==> src/rtl/core/tecp_pkg.sv <==
// tecp_pkg: shared types and constants of the triangle edge crossing block
// used by tecp_ctrl, tecp_datapath and triangle_edge_cross_points_core
`timescale 1ns / 1ps
`default_nettype none

package tecp_pkg;

    localparam int COORD_WIDTH_DEF = 16;
    localparam int MAX_PTS = 9;
    localparam int IDX_W = $clog2(MAX_PTS + 1);

    typedef enum logic [3:0] {
        S_IDLE,
        S_MUL,
        S_NORM,
        S_TEST,
        S_DIV,
        S_FIN,
        S_DEDUP,
        S_NEXT,
        S_OLOAD,
        S_OWAIT
    } state_t;

    typedef enum logic [2:0] {
        MUL_DEN_A,
        MUL_DEN_B,
        MUL_TN_A,
        MUL_TN_B,
        MUL_UN_A,
        MUL_UN_B
    } mul_sel_t;

    typedef struct packed {
        logic             load;
        logic             mul_en;
        mul_sel_t         mul_sel;
        logic             norm;
        logic             div_init;
        logic             div_step;
        logic             fin;
        logic             store;
        logic             out_load;
        logic             out_found;
        logic             out_last;
        logic [IDX_W-1:0] idx;
        logic [1:0]       pi;
        logic [1:0]       pj;
    } cmd_t;

    typedef struct packed {
        logic den_zero;
        logic in_range;
        logic match;
    } sts_t;

    function automatic logic [1:0] next_vtx(input logic [1:0] v);
        logic [1:0] r;
        r = (v == 2'd2) ? 2'd0 : v + 2'd1;
        return r;
    endfunction

endpackage

`default_nettype wire

==> src/rtl/core/tecp_datapath.sv <==
// tecp_datapath: vertex registers, shared multiplier, two division lanes,
// point store and output registers; depends on tecp_pkg
`timescale 1ns / 1ps
`default_nettype none

module tecp_datapath
    import tecp_pkg::*;
#(
    parameter int COORD_WIDTH = COORD_WIDTH_DEF
) (
    input  wire logic                          clk,
    input  wire cmd_t                          cmd,
    output sts_t                               sts,
    input  wire logic signed [COORD_WIDTH-1:0] in_x [6],
    input  wire logic signed [COORD_WIDTH-1:0] in_y [6],
    output logic signed [COORD_WIDTH-1:0]      point_x,
    output logic signed [COORD_WIDTH-1:0]      point_y,
    output logic                               found,
    output logic                               last
);

    localparam int W  = COORD_WIDTH;
    localparam int DW = W + 1;
    localparam int PW = 2 * W + 2;
    localparam int AW = 2 * W + 3;
    localparam int RW = AW + 1;

    logic signed [W-1:0] vx_reg [6];
    logic signed [W-1:0] vy_reg [6];
    logic signed [AW-1:0] den_reg, tn_reg, un_reg;
    logic [DW-1:0] mag_reg [2];
    logic [DW-1:0] q_reg [2];
    logic [RW-1:0] rem_reg [2];
    logic          neg_reg [2];
    logic signed [W-1:0] cand_reg [2];
    logic signed [W-1:0] pts_x_reg [MAX_PTS];
    logic signed [W-1:0] pts_y_reg [MAX_PTS];

    logic [2:0] ia, ib, ic, id;
    logic signed [W-1:0] ax, ay, bx, by, cx, cy, dx, dy;
    logic signed [DW-1:0] ab_x, ab_y, cd_x, cd_y, ac_x, ac_y, opa, opb;
    logic signed [PW-1:0] prod;
    logic signed [AW-1:0] pext;
    logic [RW-1:0] den_u, den2_u, un_u;
    logic [RW-1:0] rem_next [2];
    logic [DW-1:0] q_next [2];
    logic signed [DW-1:0] dc [2];
    logic signed [W-1:0] cc [2];
    logic signed [DW:0] qs [2];
    logic signed [DW:0] sum [2];
    logic [RW-1:0] r2;

    always_comb
    begin
        ia = {1'b0, cmd.pi};
        ib = {1'b0, next_vtx(cmd.pi)};
        ic = 3'd3 + {1'b0, cmd.pj};
        id = 3'd3 + {1'b0, next_vtx(cmd.pj)};
        ax = vx_reg[ia];
        ay = vy_reg[ia];
        bx = vx_reg[ib];
        by = vy_reg[ib];
        cx = vx_reg[ic];
        cy = vy_reg[ic];
        dx = vx_reg[id];
        dy = vy_reg[id];
        ab_x = DW'(ax) - DW'(bx);
        ab_y = DW'(ay) - DW'(by);
        cd_x = DW'(cx) - DW'(dx);
        cd_y = DW'(cy) - DW'(dy);
        ac_x = DW'(ax) - DW'(cx);
        ac_y = DW'(ay) - DW'(cy);
        unique case (cmd.mul_sel)
            MUL_DEN_A: begin opa = ab_x; opb = cd_y; end
            MUL_DEN_B: begin opa = ab_y; opb = cd_x; end
            MUL_TN_A:  begin opa = ac_x; opb = cd_y; end
            MUL_TN_B:  begin opa = ac_y; opb = cd_x; end
            MUL_UN_A:  begin opa = ab_x; opb = ac_y; end
            MUL_UN_B:  begin opa = ab_y; opb = ac_x; end
            default:   begin opa = '0;   opb = '0;   end
        endcase
        prod = PW'(opa) * PW'(opb);
        pext = AW'(prod);
        dc[0] = DW'(dx) - DW'(cx);
        dc[1] = DW'(dy) - DW'(cy);
        cc[0] = cx;
        cc[1] = cy;
    end

    assign den_u  = RW'(unsigned'(den_reg));
    assign den2_u = {den_u[RW-2:0], 1'b0};
    assign un_u   = RW'(unsigned'(un_reg));

    always_comb
    begin
        r2 = '0;
        for (int l = 0; l < 2; l++)
        begin
            r2 = {rem_reg[l][RW-2:0], 1'b0} + (mag_reg[l][DW-1] ? un_u : RW'(0));
            if (r2 >= den2_u)
            begin
                rem_next[l] = r2 - den2_u;
                q_next[l]   = {q_reg[l][DW-2:0], 1'b0} + DW'(2);
            end
            else if (r2 >= den_u)
            begin
                rem_next[l] = r2 - den_u;
                q_next[l]   = {q_reg[l][DW-2:0], 1'b0} + DW'(1);
            end
            else
            begin
                rem_next[l] = r2;
                q_next[l]   = {q_reg[l][DW-2:0], 1'b0};
            end
            qs[l] = $signed({1'b0, q_reg[l]});
            if (neg_reg[l])
            begin
                if (rem_reg[l] != '0)
                begin
                    qs[l] = qs[l] + (DW+1)'(1);
                end
                qs[l] = -qs[l];
            end
            sum[l] = (DW+1)'(cc[l]) + qs[l];
        end
    end

    always_ff @(posedge clk)
    begin
        if (cmd.load)
        begin
            vx_reg <= in_x;
            vy_reg <= in_y;
        end
        if (cmd.mul_en)
        begin
            unique case (cmd.mul_sel)
                MUL_DEN_A: den_reg <= pext;
                MUL_DEN_B: den_reg <= den_reg - pext;
                MUL_TN_A:  tn_reg  <= pext;
                MUL_TN_B:  tn_reg  <= tn_reg - pext;
                MUL_UN_A:  un_reg  <= -pext;
                MUL_UN_B:  un_reg  <= un_reg + pext;
                default:   den_reg <= den_reg;
            endcase
        end
        if (cmd.norm && den_reg[AW-1])
        begin
            den_reg <= -den_reg;
            tn_reg  <= -tn_reg;
            un_reg  <= -un_reg;
        end
        for (int l = 0; l < 2; l++)
        begin
            if (cmd.div_init)
            begin
                neg_reg[l] <= dc[l][DW-1];
                mag_reg[l] <= dc[l][DW-1] ? unsigned'(-dc[l]) : unsigned'(dc[l]);
                rem_reg[l] <= '0;
                q_reg[l]   <= '0;
            end
            else if (cmd.div_step)
            begin
                mag_reg[l] <= {mag_reg[l][DW-2:0], 1'b0};
                rem_reg[l] <= rem_next[l];
                q_reg[l]   <= q_next[l];
            end
            if (cmd.fin)
            begin
                cand_reg[l] <= sum[l][W-1:0];
            end
        end
        if (cmd.store)
        begin
            pts_x_reg[cmd.idx] <= cand_reg[0];
            pts_y_reg[cmd.idx] <= cand_reg[1];
        end
        if (cmd.out_load)
        begin
            point_x <= cmd.out_found ? pts_x_reg[cmd.idx] : '0;
            point_y <= cmd.out_found ? pts_y_reg[cmd.idx] : '0;
            found   <= cmd.out_found;
            last    <= cmd.out_last;
        end
    end

    always_comb
    begin
        sts.den_zero = (den_reg == '0);
        sts.in_range = !tn_reg[AW-1] && (tn_reg <= den_reg)
                    && !un_reg[AW-1] && (un_reg <= den_reg);
        sts.match    = (cmd.idx < IDX_W'(MAX_PTS))
                    && (pts_x_reg[cmd.idx] == cand_reg[0])
                    && (pts_y_reg[cmd.idx] == cand_reg[1]);
    end

endmodule

`default_nettype wire

==> src/rtl/core/tecp_ctrl.sv <==
// tecp_ctrl: sequencer over every pair of edges of the two triangles, dedup walk and output
// handshake; depends on tecp_pkg
`timescale 1ns / 1ps
`default_nettype none

module tecp_ctrl
    import tecp_pkg::*;
#(
    parameter int COORD_WIDTH = COORD_WIDTH_DEF
) (
    input  wire logic clk,
    input  wire logic rst_n,
    input  wire logic in_valid,
    output logic      in_stall,
    output logic      out_valid,
    input  wire logic out_stall,
    input  wire sts_t sts,
    output cmd_t      cmd
);

    localparam int DW = COORD_WIDTH + 1;
    localparam int CW = $clog2(DW + 1);

    state_t state_reg, state_next;
    logic [CW-1:0] step_reg, step_next;
    logic [1:0] pi_reg, pi_next, pj_reg, pj_next;
    logic [IDX_W-1:0] k_reg, k_next, count_reg, count_next;

    always_ff @(posedge clk or negedge rst_n)
    begin
        if (!rst_n)
        begin
            state_reg <= S_IDLE;
            step_reg  <= '0;
            pi_reg    <= '0;
            pj_reg    <= '0;
            k_reg     <= '0;
            count_reg <= '0;
        end
        else
        begin
            state_reg <= state_next;
            step_reg  <= step_next;
            pi_reg    <= pi_next;
            pj_reg    <= pj_next;
            k_reg     <= k_next;
            count_reg <= count_next;
        end
    end

    always_comb
    begin
        state_next = state_reg;
        step_next  = step_reg;
        pi_next    = pi_reg;
        pj_next    = pj_reg;
        k_next     = k_reg;
        count_next = count_reg;
        cmd           = '0;
        cmd.mul_sel   = mul_sel_t'(step_reg[2:0]);
        cmd.pi        = pi_reg;
        cmd.pj        = pj_reg;
        cmd.idx       = k_reg;
        cmd.out_found = (count_reg != '0);
        cmd.out_last  = (count_reg == '0) || (k_reg == count_reg - IDX_W'(1));
        in_stall  = (state_reg != S_IDLE);
        out_valid = (state_reg == S_OWAIT);
        unique case (state_reg)
            S_IDLE:
            begin
                if (in_valid)
                begin
                    cmd.load   = 1'b1;
                    pi_next    = '0;
                    pj_next    = '0;
                    count_next = '0;
                    step_next  = '0;
                    state_next = S_MUL;
                end
            end
            S_MUL:
            begin
                cmd.mul_en = 1'b1;
                if (step_reg == CW'(MUL_UN_B))
                begin
                    state_next = S_NORM;
                end
                else
                begin
                    step_next = step_reg + CW'(1);
                end
            end
            S_NORM:
            begin
                cmd.norm   = 1'b1;
                state_next = S_TEST;
            end
            S_TEST:
            begin
                if (sts.den_zero || !sts.in_range)
                begin
                    state_next = S_NEXT;
                end
                else
                begin
                    cmd.div_init = 1'b1;
                    step_next    = '0;
                    state_next   = S_DIV;
                end
            end
            S_DIV:
            begin
                cmd.div_step = 1'b1;
                if (step_reg == CW'(DW - 1))
                begin
                    state_next = S_FIN;
                end
                else
                begin
                    step_next = step_reg + CW'(1);
                end
            end
            S_FIN:
            begin
                cmd.fin    = 1'b1;
                k_next     = '0;
                state_next = S_DEDUP;
            end
            S_DEDUP:
            begin
                if (k_reg == count_reg)
                begin
                    cmd.store  = 1'b1;
                    count_next = count_reg + IDX_W'(1);
                    state_next = S_NEXT;
                end
                else if (sts.match)
                begin
                    state_next = S_NEXT;
                end
                else
                begin
                    k_next = k_reg + IDX_W'(1);
                end
            end
            S_NEXT:
            begin
                step_next  = '0;
                state_next = S_MUL;
                if (pj_reg == 2'd2)
                begin
                    pj_next = '0;
                    if (pi_reg == 2'd2)
                    begin
                        k_next     = '0;
                        state_next = S_OLOAD;
                    end
                    else
                    begin
                        pi_next = pi_reg + 2'd1;
                    end
                end
                else
                begin
                    pj_next = pj_reg + 2'd1;
                end
            end
            S_OLOAD:
            begin
                cmd.out_load = 1'b1;
                state_next   = S_OWAIT;
            end
            S_OWAIT:
            begin
                if (!out_stall)
                begin
                    if (cmd.out_last)
                    begin
                        state_next = S_IDLE;
                    end
                    else
                    begin
                        k_next     = k_reg + IDX_W'(1);
                        state_next = S_OLOAD;
                    end
                end
            end
            default:
            begin
                state_next = S_IDLE;
            end
        endcase
    end

endmodule

`default_nettype wire

==> src/rtl/core/triangle_edge_cross_points_core.sv <==
// triangle_edge_cross_points_core: top level, joins tecp_ctrl and tecp_datapath
// depends on tecp_pkg, tecp_ctrl, tecp_datapath
`timescale 1ns / 1ps
`default_nettype none

// Takes one pair of triangles per item and returns the distinct crossing points
// of their edges in order, the final one marked last, or a single found=0
// result when there are none. One item is worked at a time. For each pair of
// edges, one per triangle, the products for the denominator and numerators are
// formed on the single shared multiplier, then signs are normalised, the range
// is tested and the pair is advanced. A pair that crosses also runs the
// two-lane bit-serial divider, a finishing step and a walk over the points kept
// so far to drop duplicates. Each result is registered and then held until the
// output side takes it without a stall.
module triangle_edge_cross_points_core
    import tecp_pkg::*;
#(
    parameter int COORD_WIDTH = COORD_WIDTH_DEF
) (
    input  wire logic                          clk,
    input  wire logic                          rst_n,
    input  wire logic                          in_valid,
    output logic                               in_stall,
    input  wire logic signed [COORD_WIDTH-1:0] first_v0_x,
    input  wire logic signed [COORD_WIDTH-1:0] first_v0_y,
    input  wire logic signed [COORD_WIDTH-1:0] first_v1_x,
    input  wire logic signed [COORD_WIDTH-1:0] first_v1_y,
    input  wire logic signed [COORD_WIDTH-1:0] first_v2_x,
    input  wire logic signed [COORD_WIDTH-1:0] first_v2_y,
    input  wire logic signed [COORD_WIDTH-1:0] second_v0_x,
    input  wire logic signed [COORD_WIDTH-1:0] second_v0_y,
    input  wire logic signed [COORD_WIDTH-1:0] second_v1_x,
    input  wire logic signed [COORD_WIDTH-1:0] second_v1_y,
    input  wire logic signed [COORD_WIDTH-1:0] second_v2_x,
    input  wire logic signed [COORD_WIDTH-1:0] second_v2_y,
    output logic                               out_valid,
    input  wire logic                          out_stall,
    output logic signed [COORD_WIDTH-1:0]      point_x,
    output logic signed [COORD_WIDTH-1:0]      point_y,
    output logic                               found,
    output logic                               last
);

    cmd_t cmd;
    sts_t sts;
    logic signed [COORD_WIDTH-1:0] in_x [6];
    logic signed [COORD_WIDTH-1:0] in_y [6];

    assign in_x = '{first_v0_x, first_v1_x, first_v2_x,
                    second_v0_x, second_v1_x, second_v2_x};
    assign in_y = '{first_v0_y, first_v1_y, first_v2_y,
                    second_v0_y, second_v1_y, second_v2_y};

    tecp_ctrl #(
        .COORD_WIDTH(COORD_WIDTH)
    ) u_ctrl (
        .clk       (clk),
        .rst_n     (rst_n),
        .in_valid  (in_valid),
        .in_stall  (in_stall),
        .out_valid (out_valid),
        .out_stall (out_stall),
        .sts       (sts),
        .cmd       (cmd)
    );

    tecp_datapath #(
        .COORD_WIDTH(COORD_WIDTH)
    ) u_datapath (
        .clk     (clk),
        .cmd     (cmd),
        .sts     (sts),
        .in_x    (in_x),
        .in_y    (in_y),
        .point_x (point_x),
        .point_y (point_y),
        .found   (found),
        .last    (last)
    );

endmodule

`default_nettype wire

==> config.mk <==
export PLATFORM = sky130hd
export DESIGN_NAME = triangle_edge_cross_points_core
export DESIGN_NICKNAME = d
export VERILOG_FILES = /design/src/rtl/core/tecp_pkg.sv /design/src/rtl/core/tecp_datapath.sv /design/src/rtl/core/tecp_ctrl.sv /design/src/rtl/core/triangle_edge_cross_points_core.sv
export SDC_FILE = /design/constraint.sdc
export NUM_CORES = 2
export LEC_CHECK = 0
export ABC_CLOCK_PERIOD_IN_PS = 15800
export BUFFER_PORTS_ARGS = -buffer_cell sky130_fd_sc_hd__buf_2
export CORE_ASPECT_RATIO = 1.2
export CORE_UTILIZATION = 55
export DETAILED_ROUTE_END_ITERATION = 8
export PLACE_DENSITY = 0.76
export REMOVE_ABC_BUFFERS = 1
export SYNTH_ARGS = -nofsm -noshare
export SYNTH_HDL_FRONTEND = slang
export SYNTH_SLANG_ARGS = --single-unit
==> constraint.sdc <==
create_clock -name clk -period 15.8 [get_ports clk]
set_clock_uncertainty 0.1 [all_clocks]
set_input_delay 0 -clock clk [delete_from_list [all_inputs] [get_ports clk]]
set_output_delay 0 -clock clk [all_outputs]
set_load 0.02 [all_outputs]
==> flow_summary.ini <==
[placed_design]
post-place-cells = 9768
placement.setup.worst_slack_ns = 1.09
place.port_buffers = 231
hpwlAfterDp_mm = 178
place_congestion = 1.01

[worst_setup_path]
critical_path.startpoint_type = register
rr_endpoint = u_datapath.den_reg[34]
crit-reg2reg-launch = u_ctrl.pj_reg[0]
critPathSlowestCell = sky130_fd_sc_hd__fa_1
worst_r2r_path_depth = 50
worst-endpoint-arrival_ns = 15.36
critPathKind = register to register
timing.critical_path.fanout_max = 30
reg2reg_setup_slack_ns = 0.83
worst-path-buf-inv = 6
crit_family = compound AO/OA/AOI/OAI gates
slowest_delay_ns = 0.90
cp-end-kind = register
timing.critical_path.required_ns = 16.19
critical_path.startpoint = u_ctrl.pj_reg[0]

[drt]
remaining_design_rule_violation_count = 16
dr_total_vias = 66500
detail_route.wirelength_mm = 256
ant_nets = 0
wire_per_inst_um = 24.8
detail_route.iter0.violations = 7027
post_drt_via_cell_ratio = 6.44
drt-pass1-iter-count = 9

[timing]
worst_slew_pin_slew_ns = 1.40
final.period_utilization_pct = 94.7
setup-violations-final = 0
min_period_ns = 14.97
timing_max_transition_violations_final = 0
worst_slack_ns = 0.832
final_hold_viol_count = 0
max_clock_freq_mhz = 66.8
timing.max_slew.rel_slack_pct = 5.57

[clock_tree]
clkLatencyLatePin_ns = 0.77
cts_inserted_buffers = 87
h-tree-depth = 3
number_of_clock_sinks = 812
clock_path_buffers = 3
tritoncts = done
cts_root_buffer = sky130_fd_sc_hd__clkbuf_16
path_clk_slew_ns = 0.07
cts.repair_timing.setup_buffer_count = 0

[finish]
synthToLayoutAreaGrowth_pct = 13.4
final_nets = 9585
final_cells = 10300
multi_input_area_um2 = 48300
drive_gt1_share_pct = 9.04
postLayoutCoreUtil_pct = 62.9
num-fill-cells = 11000
combined_flip_flop_and_latch_cell_area_um2 = 24300

[min_path]
hold_start = second_v1_x[2]
hold-path-endpoint = u_datapath.vx_reg[18]
min_delay_path_depth = 2
worst_hold_path_type = input pin to register

[synth]
yosys.cell_types.count = 101
ys_warn_count = 0
post_synthesis_async_set_or_reset_flop_share_pct = 2.59
number_of_storage_elements_in_the_synthesis_netlist = 812
synth.top_cells.by_count = sky130_fd_sc_hd__edfxtp_1 (790), sky130_fd_sc_hd__inv_1 (694), sky130_fd_sc_hd__nor2_1 (672)
synth_enable_flop_cells = 790
synth_top_cell_by_area = sky130_fd_sc_hd__edfxtp_1
synth_sequential_area_ratio_pct = 31.8
yosys_most_used_dff = sky130_fd_sc_hd__edfxtp_1
synth_top_cell_area_share_pct = 31.1
mean_instance_size_in_the_synthesized_netlist_um2 = 9.63
synth.area.top_cells = sky130_fd_sc_hd__edfxtp_1 (31%), sky130_fd_sc_hd__ha_1 (10%), sky130_fd_sc_hd__fa_1 (8.3%)
mappedNetlistArea_um2 = 76300
synth_cells = 7920
synth_most_common_cell = sky130_fd_sc_hd__edfxtp_1

[global_routing]
first_pass_grt_wire_length_mm = 387
maximum_number_of_pins_on_one_net_before_global_route_repair = 120
grt_overflow = 0
grt.total_usage_pct = 36.1
antenna_found_initial = 12
number_of_global_route_vias_before_repair = 66400

[floorplan]
floorplan.initialDensity_pct = 55.4
ioPinCount = 232
dieWidth_um = 342
rows = 149
floorplan.die.height_um = 410
core_um2 = 138000
fp.dieArea_um2 = 140000

[job]
drv.max_cap_violation_count = 0

[status]
run_status = complete, but fails checks
violated_checks = design-rule violations
[worst max path at each step]
stage	end	slack (ns)	depth (start not counted)
after floorplan	u_datapath.den_reg[34]	-0.64	51
after global placement	u_datapath.den_reg[34]	1.24	54
after detailed placement	u_datapath.den_reg[34]	1.09	57
after CTS	u_datapath.den_reg[34]	1.05	56
after global routing	u_datapath.den_reg[34]	-0.00002	57
final	u_datapath.den_reg[34]	0.83	50
[final cells by class]
class                   instances  area share (%)
well taps                    1812            2.62
diodes                          8          0.0231
repair buffers                751            7.00
clock inverters                63           0.842
clock buffers                 100            2.60
flip-flops and latches        812            28.1
inverters                     701            3.06
multi-input cells            6081            55.8
[kinds of logic after synthesis]
logic type,Yosys count,share of synthesized area [%]
multiplexers,272,6.21
AND/OR/NAND/NOR,2220,13.9
XOR/XNOR,657,7.55
buffers and inverters,1027,5.08
adder cells (fa/ha/maj),968,18.9
flip-flops,812,31.8
AO/OA/AOI/OAI,1964,16.5
[routing by layer]
layer / routed length [um] / vias up / share of wire [%] / track usage [%]
li1: - / 29500 / - / -
met1: 92900 / 32100 / 36 / 42.6
met2: 120000 / 3837 / 47 / 59.6
met3: 23200 / 1104 / 9.0 / 7.15
met4: 19600 / 6 / 7.7 / 24.2
met5: 40 / - / 0.016 / 0.0347
[cells in the final DEF (no fill, tap or decap), types with 53 or more instances in the layout]
master / n
sky130_fd_sc_hd__inv_1: 693
sky130_fd_sc_hd__a21boi_0: 53
sky130_fd_sc_hd__dlygate4sd3_1: 388
sky130_fd_sc_hd__o21ai_0: 405
sky130_fd_sc_hd__mux2i_1: 101
sky130_fd_sc_hd__buf_4: 129
sky130_fd_sc_hd__nor4_1: 61
sky130_fd_sc_hd__nand4_1: 73
sky130_fd_sc_hd__a211oi_1: 105
sky130_fd_sc_hd__nand2_1: 594
sky130_fd_sc_hd__clkbuf_16: 87
sky130_fd_sc_hd__nand3_1: 121
sky130_fd_sc_hd__fa_1: 316
sky130_fd_sc_hd__and3_1: 74
sky130_fd_sc_hd__nor3_1: 114
sky130_fd_sc_hd__xnor2_1: 437
sky130_fd_sc_hd__a21o_1: 212
sky130_fd_sc_hd__edfxtp_1: 790
sky130_fd_sc_hd__nand2b_1: 80
sky130_fd_sc_hd__or3_1: 63
sky130_fd_sc_hd__a21oi_1: 580
sky130_fd_sc_hd__xor2_1: 219
sky130_fd_sc_hd__o21bai_1: 74
sky130_fd_sc_hd__mux4_2: 160
sky130_fd_sc_hd__and2_1: 139
sky130_fd_sc_hd__buf_2: 231
sky130_fd_sc_hd__nor2b_1: 96
sky130_fd_sc_hd__o21a_1: 91
sky130_fd_sc_hd__ha_1: 634
sky130_fd_sc_hd__nor2_1: 669
[what timing repair did]
item,4_1_cts,5_1_grt
hold buffers,389,0
gates resized for setup,0,3
setup endpoints to repair,0,1
endpoints found under the hold margin,226,0
[stage by stage]
stage	TNS [ns]	cell area, um2	hold slack [ns]
after floorplan	-1.69	75000	-0.396
after global placement	0	79600	-0.0693
after detailed placement	0	79600	-0.0665
after CTS	0	86500	0.0131
after global routing	-0.0000231	86500	0.0514
final	0	86500	0.0371
Power is not shown: default switching activity piles up to over one toggle a cycle in this logic, so the estimate is an artifact.
